`src/rtl/tch_pkg.sv`:
```
// Shared constants, types and helpers for the TDC coincidence histogram.
package tch_pkg;

    localparam int HALF_WINDOW = 10;
    localparam int COUNT_BITS  = 32;
    localparam int NUM_BINS    = 2 * HALF_WINDOW + 1;
    localparam int CENTRE_BIN  = HALF_WINDOW;
    localparam int BIN_W       = $clog2(NUM_BINS);

    localparam int CMD_W  = 2;
    localparam int WORD_W = 32;
    localparam int IDX_W  = 5;
    localparam int VAL_W  = 32;
    localparam int PAT_W  = 5;
    localparam int TICK_W = WORD_W - PAT_W;

    localparam logic [PAT_W-1:0] PAT_CH2  = 5'd2;
    localparam logic [PAT_W-1:0] PAT_CH4  = 5'd8;
    localparam logic [PAT_W-1:0] PAT_BOTH = 5'd10;

    typedef enum logic [CMD_W-1:0] {
        CMD_EVENT = 2'd0,
        CMD_READ  = 2'd1,
        CMD_CLEAR = 2'd2,
        CMD_NONE  = 2'd3
    } t_cmd;

    typedef enum logic [1:0] {
        OP_BUMP  = 2'd0,
        OP_READ  = 2'd1,
        OP_CLEAR = 2'd2
    } t_op_kind;

    typedef enum logic [1:0] {
        SEL_BIN  = 2'd0,
        SEL_CH2  = 2'd1,
        SEL_CH4  = 2'd2,
        SEL_NONE = 2'd3
    } t_sel;

    typedef logic [COUNT_BITS-1:0] t_count;

    typedef struct packed {
        t_op_kind         kind;
        t_sel             sel;
        logic             bin_en;
        logic [BIN_W-1:0] bin_addr;
        logic             ch2_inc;
        logic             ch4_inc;
    } t_op;

    function automatic t_count sat_inc(input t_count c);
        return (c == '1) ? c : c + t_count'(1);
    endfunction

    function automatic logic [VAL_W-1:0] clip_value(input t_count c);
        logic [63:0] w;
        w = 64'(c);
        if (w[63:VAL_W] != '0) begin
            return '1;
        end
        return w[VAL_W-1:0];
    endfunction

endpackage

```
`src/rtl/tdc_coincidence_histogram.sv`:
```
// Top level of the TDC coincidence histogram.
// Takes one beat per clock while the operation queue is not full: an event
// word, a read of one bin or counter, or a clear. Events on channel 2, channel 4
// or both are counted, and a 4-after-2 or 2-after-4 pair of consecutive events
// within the half window lands in the histogram bin at centre plus or minus the
// tick difference; a both-channel event adds to the centre bin. All counts
// saturate. Throughput is one beat per cycle unless a queue stalls, set by the
// bin read-modify-write in the back end; a read result is registered in the
// operation queue, then the result queue. A two-entry operation queue and a
// two-entry result queue let either side stall without stopping the other.
module tdc_coincidence_histogram (
    input  logic                       i_clk,
    input  logic                       i_rst_n,
    input  logic                       push,
    output logic                       full,
    input  logic [tch_pkg::CMD_W-1:0]  i_command,
    input  logic [tch_pkg::WORD_W-1:0] i_event_word,
    input  logic [tch_pkg::IDX_W-1:0]  i_read_index,
    output logic                       empty,
    input  logic                       pop,
    output logic [tch_pkg::VAL_W-1:0]  o_read_value
);

    logic         accept;
    logic         op_valid;
    tch_pkg::t_op front_op;
    tch_pkg::t_op head_op;
    logic         op_empty;
    logic         op_pop;

    assign accept = push && !full;

    tch_front u_front (
        .i_clk        (i_clk),
        .i_rst_n      (i_rst_n),
        .i_accept     (accept),
        .i_command    (i_command),
        .i_event_word (i_event_word),
        .i_read_index (i_read_index),
        .o_op_valid   (op_valid),
        .o_op         (front_op)
    );

    tch_op_queue u_queue (
        .i_clk   (i_clk),
        .i_rst_n (i_rst_n),
        .i_push  (accept && op_valid),
        .i_op    (front_op),
        .i_pop   (op_pop),
        .o_full  (full),
        .o_empty (op_empty),
        .o_op    (head_op)
    );

    tch_back u_back (
        .i_clk        (i_clk),
        .i_rst_n      (i_rst_n),
        .i_op_empty   (op_empty),
        .i_op         (head_op),
        .o_op_pop     (op_pop),
        .i_pop        (pop),
        .o_empty      (empty),
        .o_read_value (o_read_value)
    );

endmodule

```
`src/rtl/tch_front.sv`:
```
// Front end: decodes commands and pairs consecutive events into bin updates.
module tch_front (
    input  logic                        i_clk,
    input  logic                        i_rst_n,
    input  logic                        i_accept,
    input  logic [tch_pkg::CMD_W-1:0]   i_command,
    input  logic [tch_pkg::WORD_W-1:0]  i_event_word,
    input  logic [tch_pkg::IDX_W-1:0]   i_read_index,
    output logic                        o_op_valid,
    output tch_pkg::t_op                o_op
);

    logic [tch_pkg::TICK_W-1:0] r_last_ticks;
    logic [tch_pkg::PAT_W-1:0]  r_last_pat;
    logic                       r_have_last;

    logic [tch_pkg::PAT_W-1:0]  pat;
    logic [tch_pkg::TICK_W-1:0] ticks;
    logic [tch_pkg::TICK_W-1:0] diff;
    logic                       pair_ok;
    logic                       is_event;

    assign pat      = i_event_word[tch_pkg::PAT_W-1:0];
    assign ticks    = i_event_word[tch_pkg::WORD_W-1:tch_pkg::PAT_W];
    assign diff     = ticks - r_last_ticks;
    assign pair_ok  = r_have_last && (ticks >= r_last_ticks)
                      && (diff <= tch_pkg::TICK_W'(tch_pkg::HALF_WINDOW));
    assign is_event = (tch_pkg::t_cmd'(i_command) == tch_pkg::CMD_EVENT);

    always_comb begin
        o_op          = '0;
        o_op.kind     = tch_pkg::OP_BUMP;
        o_op.sel      = tch_pkg::SEL_NONE;
        o_op.bin_addr = tch_pkg::BIN_W'(tch_pkg::CENTRE_BIN);
        o_op_valid    = 1'b0;
        unique case (tch_pkg::t_cmd'(i_command))
            tch_pkg::CMD_EVENT: begin
                o_op.kind = tch_pkg::OP_BUMP;
                if (pat == tch_pkg::PAT_BOTH) begin
                    o_op.bin_en  = 1'b1;
                    o_op.ch2_inc = 1'b1;
                    o_op.ch4_inc = 1'b1;
                end else if (pat == tch_pkg::PAT_CH4) begin
                    o_op.ch4_inc = 1'b1;
                    if (pair_ok && r_last_pat == tch_pkg::PAT_CH2) begin
                        o_op.bin_en   = 1'b1;
                        o_op.bin_addr = tch_pkg::BIN_W'(tch_pkg::CENTRE_BIN)
                                        + diff[tch_pkg::BIN_W-1:0];
                    end
                end else if (pat == tch_pkg::PAT_CH2) begin
                    o_op.ch2_inc = 1'b1;
                    if (pair_ok && r_last_pat == tch_pkg::PAT_CH4) begin
                        o_op.bin_en   = 1'b1;
                        o_op.bin_addr = tch_pkg::BIN_W'(tch_pkg::CENTRE_BIN)
                                        - diff[tch_pkg::BIN_W-1:0];
                    end
                end
                o_op_valid = o_op.bin_en | o_op.ch2_inc | o_op.ch4_inc;
            end
            tch_pkg::CMD_READ: begin
                o_op.kind     = tch_pkg::OP_READ;
                o_op.bin_addr = tch_pkg::BIN_W'(i_read_index);
                if (int'(i_read_index) < tch_pkg::NUM_BINS) begin
                    o_op.sel = tch_pkg::SEL_BIN;
                end else if (int'(i_read_index) == tch_pkg::NUM_BINS) begin
                    o_op.sel = tch_pkg::SEL_CH2;
                end else if (int'(i_read_index) == tch_pkg::NUM_BINS + 1) begin
                    o_op.sel = tch_pkg::SEL_CH4;
                end else begin
                    o_op.sel = tch_pkg::SEL_NONE;
                end
                o_op_valid = 1'b1;
            end
            tch_pkg::CMD_CLEAR: begin
                o_op.kind  = tch_pkg::OP_CLEAR;
                o_op_valid = 1'b1;
            end
            tch_pkg::CMD_NONE: begin
                o_op_valid = 1'b0;
            end
            default: begin
                o_op_valid = 1'b0;
            end
        endcase
    end

    // every event becomes the previous one, whatever its pattern
    always_ff @(posedge i_clk) begin
        if (!i_rst_n) begin
            r_last_ticks <= '0;
            r_last_pat   <= '0;
            r_have_last  <= 1'b0;
        end else if (i_accept && is_event) begin
            r_last_ticks <= ticks;
            r_last_pat   <= pat;
            r_have_last  <= 1'b1;
        end
    end

endmodule

```
`src/rtl/tch_op_queue.sv`:
```
// Two-entry queue of decoded operations between front and back end.
module tch_op_queue (
    input  logic         i_clk,
    input  logic         i_rst_n,
    input  logic         i_push,
    input  tch_pkg::t_op i_op,
    input  logic         i_pop,
    output logic         o_full,
    output logic         o_empty,
    output tch_pkg::t_op o_op
);

    tch_pkg::t_op r_mem [0:1];
    logic         r_wr_ptr;
    logic         r_rd_ptr;
    logic [1:0]   r_cnt;
    logic [1:0]   n_cnt;
    logic         do_push;
    logic         do_pop;

    assign o_full  = (r_cnt == 2'd2);
    assign o_empty = (r_cnt == 2'd0);
    assign o_op    = r_mem[r_rd_ptr];
    assign do_push = i_push && !o_full;
    assign do_pop  = i_pop && !o_empty;

    always_comb begin
        n_cnt = r_cnt;
        if (do_push && !do_pop) begin
            n_cnt = r_cnt + 2'd1;
        end else if (do_pop && !do_push) begin
            n_cnt = r_cnt - 2'd1;
        end
    end

    always_ff @(posedge i_clk) begin
        if (!i_rst_n) begin
            r_wr_ptr <= 1'b0;
            r_rd_ptr <= 1'b0;
            r_cnt    <= '0;
        end else begin
            r_cnt <= n_cnt;
            if (do_push) begin
                r_wr_ptr <= ~r_wr_ptr;
            end
            if (do_pop) begin
                r_rd_ptr <= ~r_rd_ptr;
            end
        end
    end

    always_ff @(posedge i_clk) begin
        if (do_push) begin
            r_mem[r_wr_ptr] <= i_op;
        end
    end

endmodule

```
`src/rtl/tch_back.sv`:
```
// Back end: histogram bins, channel counters and the result queue.
module tch_back (
    input  logic                       i_clk,
    input  logic                       i_rst_n,
    input  logic                       i_op_empty,
    input  tch_pkg::t_op               i_op,
    output logic                       o_op_pop,
    input  logic                       i_pop,
    output logic                       o_empty,
    output logic [tch_pkg::VAL_W-1:0]  o_read_value
);

    tch_pkg::t_count             r_bins [0:tch_pkg::NUM_BINS-1];
    tch_pkg::t_count             r_ch2;
    tch_pkg::t_count             r_ch4;
    logic [tch_pkg::VAL_W-1:0]   r_res [0:1];
    logic                        r_res_wr;
    logic                        r_res_rd;
    logic [1:0]                  r_res_cnt;
    logic [1:0]                  n_res_cnt;

    tch_pkg::t_count             cur_bin;
    logic [tch_pkg::VAL_W-1:0]   rd_value;
    logic                        res_full;
    logic                        take;
    logic                        res_push;
    logic                        res_pop;

    assign res_full = (r_res_cnt == 2'd2);
    assign take     = !i_op_empty && ((i_op.kind != tch_pkg::OP_READ) || !res_full);
    assign o_op_pop = take;
    assign res_push = take && (i_op.kind == tch_pkg::OP_READ);
    assign res_pop  = i_pop && (r_res_cnt != 2'd0);
    assign cur_bin  = r_bins[i_op.bin_addr];

    assign o_empty      = (r_res_cnt == 2'd0);
    assign o_read_value = r_res[r_res_rd];

    always_comb begin
        unique case (i_op.sel)
            tch_pkg::SEL_BIN:  rd_value = tch_pkg::clip_value(cur_bin);
            tch_pkg::SEL_CH2:  rd_value = tch_pkg::clip_value(r_ch2);
            tch_pkg::SEL_CH4:  rd_value = tch_pkg::clip_value(r_ch4);
            tch_pkg::SEL_NONE: rd_value = '0;
            default:           rd_value = '0;
        endcase
    end

    always_comb begin
        n_res_cnt = r_res_cnt;
        if (res_push && !res_pop) begin
            n_res_cnt = r_res_cnt + 2'd1;
        end else if (res_pop && !res_push) begin
            n_res_cnt = r_res_cnt - 2'd1;
        end
    end

    always_ff @(posedge i_clk) begin
        if (!i_rst_n) begin
            for (int i = 0; i < tch_pkg::NUM_BINS; i++) begin
                r_bins[i] <= '0;
            end
            r_ch2 <= '0;
            r_ch4 <= '0;
        end else if (take) begin
            unique case (i_op.kind)
                tch_pkg::OP_CLEAR: begin
                    for (int i = 0; i < tch_pkg::NUM_BINS; i++) begin
                        r_bins[i] <= '0;
                    end
                    r_ch2 <= '0;
                    r_ch4 <= '0;
                end
                tch_pkg::OP_BUMP: begin
                    // single bin touched per event, so one read-modify-write
                    if (i_op.bin_en) begin
                        r_bins[i_op.bin_addr] <= tch_pkg::sat_inc(cur_bin);
                    end
                    if (i_op.ch2_inc) begin
                        r_ch2 <= tch_pkg::sat_inc(r_ch2);
                    end
                    if (i_op.ch4_inc) begin
                        r_ch4 <= tch_pkg::sat_inc(r_ch4);
                    end
                end
                tch_pkg::OP_READ: begin
                end
                default: begin
                end
            endcase
        end
    end

    always_ff @(posedge i_clk) begin
        if (!i_rst_n) begin
            r_res_wr  <= 1'b0;
            r_res_rd  <= 1'b0;
            r_res_cnt <= '0;
        end else begin
            r_res_cnt <= n_res_cnt;
            if (res_push) begin
                r_res_wr <= ~r_res_wr;
            end
            if (res_pop) begin
                r_res_rd <= ~r_res_rd;
            end
        end
    end

    always_ff @(posedge i_clk) begin
        if (res_push) begin
            r_res[r_res_wr] <= rd_value;
        end
    end

endmodule
```
`config.mk`:
```
export PLATFORM = sky130hd
export DESIGN_NAME = tdc_coincidence_histogram
export DESIGN_NICKNAME = d
export VERILOG_FILES = /design/src/rtl/tch_pkg.sv /design/src/rtl/tdc_coincidence_histogram.sv /design/src/rtl/tch_front.sv /design/src/rtl/tch_op_queue.sv /design/src/rtl/tch_back.sv
export SDC_FILE = /design/constraint.sdc
export NUM_CORES = 2
export LEC_CHECK = 0
export ABC_CLOCK_PERIOD_IN_PS = 7100
export BUFFER_PORTS_ARGS = -buffer_cell sky130_fd_sc_hd__buf_4
export CAP_MARGIN = 20
export CORE_MARGIN = 10
export CORE_UTILIZATION = 30
export CTS_CLUSTER_SIZE = 8
export DETAILED_ROUTE_END_ITERATION = 8
export GPL_ROUTABILITY_DRIVEN = 0
export PLACE_DENSITY_LB_ADDON = 0.15
export SETUP_SLACK_MARGIN = 0.15
export SLEW_MARGIN = 15
export SYNTH_ARGS = -nofsm -noshare
export SYNTH_HDL_FRONTEND = slang
export SYNTH_SLANG_ARGS = --single-unit
```
`constraint.sdc`:
```
create_clock -name i_clk -period 7.1 [get_ports i_clk]
set_clock_uncertainty 0.2 [all_clocks]
set_input_delay 0 -clock i_clk [delete_from_list [all_inputs] [get_ports i_clk]]
set_output_delay 0 -clock i_clk [all_outputs]
set_load 0.05 [all_outputs]
```
==> impl_metrics.env <==
export IMPL_cts_max_path_buffers=3
export IMPL_path_class="flop to flop"
export IMPL_synth_top_cell_area_share_pct=61.1
export IMPL_ys_ff_latch=1219
export IMPL_numCtsBuffers=172
export IMPL_finalInstanceArea_um2=65600
export IMPL_grt_usage_pct=21.9
export IMPL_end_kind="flop"
export IMPL_die_y_um=447
export IMPL_cp_arrival_ps=7000
export IMPL_clkTransAtPathRegs_ps=50
export IMPL_finalCriticalPeriod_ps=6680
export IMPL_synthTopCellsByCount="1112 x edfxtp_1, 794 x nor2_1, 264 x mux2i_1"
export IMPL_seqPwrFrac_pct=39.6
export IMPL_post_cts_buffers=0
export IMPL_drive_gt1_share_pct=15.5
export IMPL_synth_most_common_cell="edfxtp_1"
export IMPL_status="complete, no violations"
export IMPL_p_clk_share_pct=33.1
export IMPL_power_density_nw_per_um2=350
export IMPL_n_fill_cell=17500
export IMPL_utilization_pct=36.3
export IMPL_synth_yosys_seq_area_share_pct=65.0
export IMPL_ys_flop_type="edfxtp_1"
export IMPL_cts_resized=0
export IMPL_start_util_pct=30.2
export IMPL_synthCells=4383
export IMPL_first_global_vias=38900
export IMPL_clk_latency_ps=830
export IMPL_root_buffer="clkbuf_16"
export IMPL_tns_ps=0
export IMPL_cp_start_kind="flop"
export IMPL_die_x_um=447
export IMPL_grt_pass1_wl_um=311000
export IMPL_maxCapViolations=0
export IMPL_setup_viol=0
export IMPL_drc=0
export IMPL_finalNetCount=4778
export IMPL_h_tree_depth=4
export IMPL_numPortBuffers=76
export IMPL_worst_pin_slew_ps=1210
export IMPL_grt_max_degree=63
export IMPL_required_ps=7420
export IMPL_dpl_cell_area_um2=59300
export IMPL_netlist_area_um2=54600
export IMPL_ant_nets=0
export IMPL_p_leak_nw=23.0
export IMPL_fin_total_pwr_mw=22.9
export IMPL_seq_area_um2=35500
export IMPL_viasPerCell=5.55
export IMPL_finalMaxSlewViolations=0
export IMPL_multi_input_area_um2=17700
export IMPL_cts_sinks=1219
export IMPL_yosys_warnings=0
export IMPL_synth_area_per_cell_um2=12.5
export IMPL_rsz0062_at_grt="false"
export IMPL_drt_iter0_drc=4525
export IMPL_min_path_type="input port to flop"
export IMPL_syn2layout_area_growth_pct=20.1
export IMPL_yosysTopAreaCell="edfxtp_1"
export IMPL_p_comb_share_pct=27.3
export IMPL_dp_hpwl_um=139000
export IMPL_fmax_mhz=150
export IMPL_slew_headroom_pct=17.2
export IMPL_die_area_um2=200000
export IMPL_rows=156
export IMPL_io_pins=77
export IMPL_switching_share_pct=34.5
export IMPL_synth_area_leaders="edfxtp_1 61%, nor2_1 5.5%, mux2i_1 4.8%, dfxtp_1 3.9%, o21a_1 2.1%"
export IMPL_first_pass_iters=6
export IMPL_synth_async_reset_ratio_pct=0
export IMPL_cp_max_fo=20
export IMPL_syn_nets=4468
export IMPL_vias=39500
export IMPL_grt_overflow=0
export IMPL_cts_hold_buf=146
export IMPL_intPower_mw=15.0
export IMPL_yosys_cell_types_count=84
export IMPL_synth_edff_count=1112
export IMPL_wl_per_cell_um=31.5
export IMPL_core_area_um2=181000
export IMPL_net_switching_power_mw=7.91
export IMPL_antenna_found_initial=9
export IMPL_ir_worst_vdd_v=0.000272
export IMPL_finalHoldViolCount=0
export IMPL_fin_crit_sh_pct=94.1
export IMPL_cts_tree="yes"
export IMPL_routed_wl_um=225000
sequential cells by signal, indices dropped and copies added (netlist names), named ones only:
signal and cells:
u_queue.r_wr_ptr 1, u_back.r_ch2 32, u_queue.r_mem 24, u_back.r_res_cnt 2, u_front.r_last_ticks 27, u_front.r_last_pat 5, u_front.r_have_last 1, u_back.r_res_rd 1
u_back.r_ch4 32, u_queue.r_cnt 2, u_queue.r_rd_ptr 1, u_back.r_res 64, u_back.r_res_wr 1, u_back.r_bins 1024
through the flow:
stage	hold WS (ps)	worst slack, ps	std cells
final	31.9	416	7122
after global routing	37.5	269	7121
after CTS	3.64	512	7118
after detailed placement	80.3	521	6741
after global placement	73.7	507	6738
after floorplan	-55.1	1550	4383
area by class of cell:
cell class | count | area share, %
Inverter | 91 | 0.521
Sequential cell | 1219 | 54.2
Clock buffer | 218 | 6.99
Multi-Input combinational cell | 2723 | 27.0
Tap cell | 2370 | 4.52
Antenna cell | 2 | 0.00763
Clock inverter | 13 | 0.278
Timing Repair Buffer | 486 | 6.54
cells by family (layout without fill, tap and decap cells):
group | count (synthesis) | count (layout) | share of synthesized area, %
other | 0 | 2 | 0
adders and majority gates | 42 | 42 | 0.976
buffers and inverters | 441 | 808 | 3.60
muxes | 331 | 331 | 6.78
xor gates and xnor gates | 90 | 90 | 1.46
and+or+nand+nor | 1391 | 1391 | 11.3
AOI/OAI and AO/OA | 869 | 869 | 10.8
DFF | 1219 | 1219 | 65.0
critical path: stages (launching register included):
cell      delay (ps)
dfxtp_1          560
nor4bb_1         810
o21ai_2          420
buf_4            320
o22ai_1          590
nor4_1           230
and3_1           310
or4_1            600
or4_1            770
nor4_1           600
buf_4            230
xnor2_2          250
buf_4            360
nor2_1            80
worst paths after layout:
path,startpoint,end,slack (ps),depth (start not counted)
worst max-delay path,flop,u_back.r_bins[4][26]$_SDFFCE_PN0P_,420,13
worst min-delay path,i_rst_n,u_back.r_res_wr$_SDFFE_PN0P_,30,3
worst max register to register,flop,u_back.r_bins[4][26]$_SDFFCE_PN0P_,420,13
worst min register to register,u_front.r_have_last$_SDFFE_PN0P_,u_front.r_have_last$_SDFFE_PN0P_,280,2
placed cells by master, fill, tap and decap left out, drive strengths merged, types with 8 or more instances in the layout:
cell | Yosys | routed
and4 | 24 | 24
o22a | 9 | 9
nand2 | 253 | 253
a21boi | 41 | 41
a41oi | 19 | 19
a22o | 21 | 21
buf | 96 | 340
or4 | 24 | 24
nand4 | 51 | 51
nor2 | 794 | 794
a22oi | 52 | 52
o21ai | 219 | 219
and3 | 25 | 25
inv | 91 | 98
mux4 | 27 | 27
a2111oi | 54 | 54
clkbuf | 254 | 218
mux2 | 40 | 40
mux2i | 264 | 264
ha | 41 | 41
or2 | 13 | 13
dfxtp | 107 | 107
a211oi | 8 | 8
nand2b | 10 | 10
nor3 | 31 | 31
dlygate4sd3 | 0 | 146
xnor2 | 32 | 32
nand3 | 60 | 60
and2 | 21 | 21
a21oi | 82 | 82
xor2 | 58 | 58
a21o | 19 | 19
nor4 | 41 | 41
o21a | 152 | 152
o22ai | 132 | 132
edfxtp | 1112 | 1112
per-layer routing:
| layer | share of wire (%) | global-route usage [%] | up-vias | routed length [um] |
|---|---|---|---|---|
| met4 | 4.3 | 8.58 | 0 | 9580 |
| met1 | 43 | 29.6 | 20600 | 96200 |
| met3 | 7.7 | 4.66 | 416 | 17300 |
| met2 | 45 | 34.4 | 1686 | 102000 |
| met5 | 0 | 0 | - | 0 |
| li1 | - | - | 16900 | - |
power by group through the flow:
stage	clock, mW	combinational, mW	sequential, mW
finish	7.60	6.26	9.08
global route	8.00	6.50	9.12
CTS	7.72	6.18	9.08
detailed placement	0	6.11	9.21
global placement	0	6.11	9.20
floorplan	0	3.18	9.14
No activity file was read; power rests on OpenSTA's default activity.
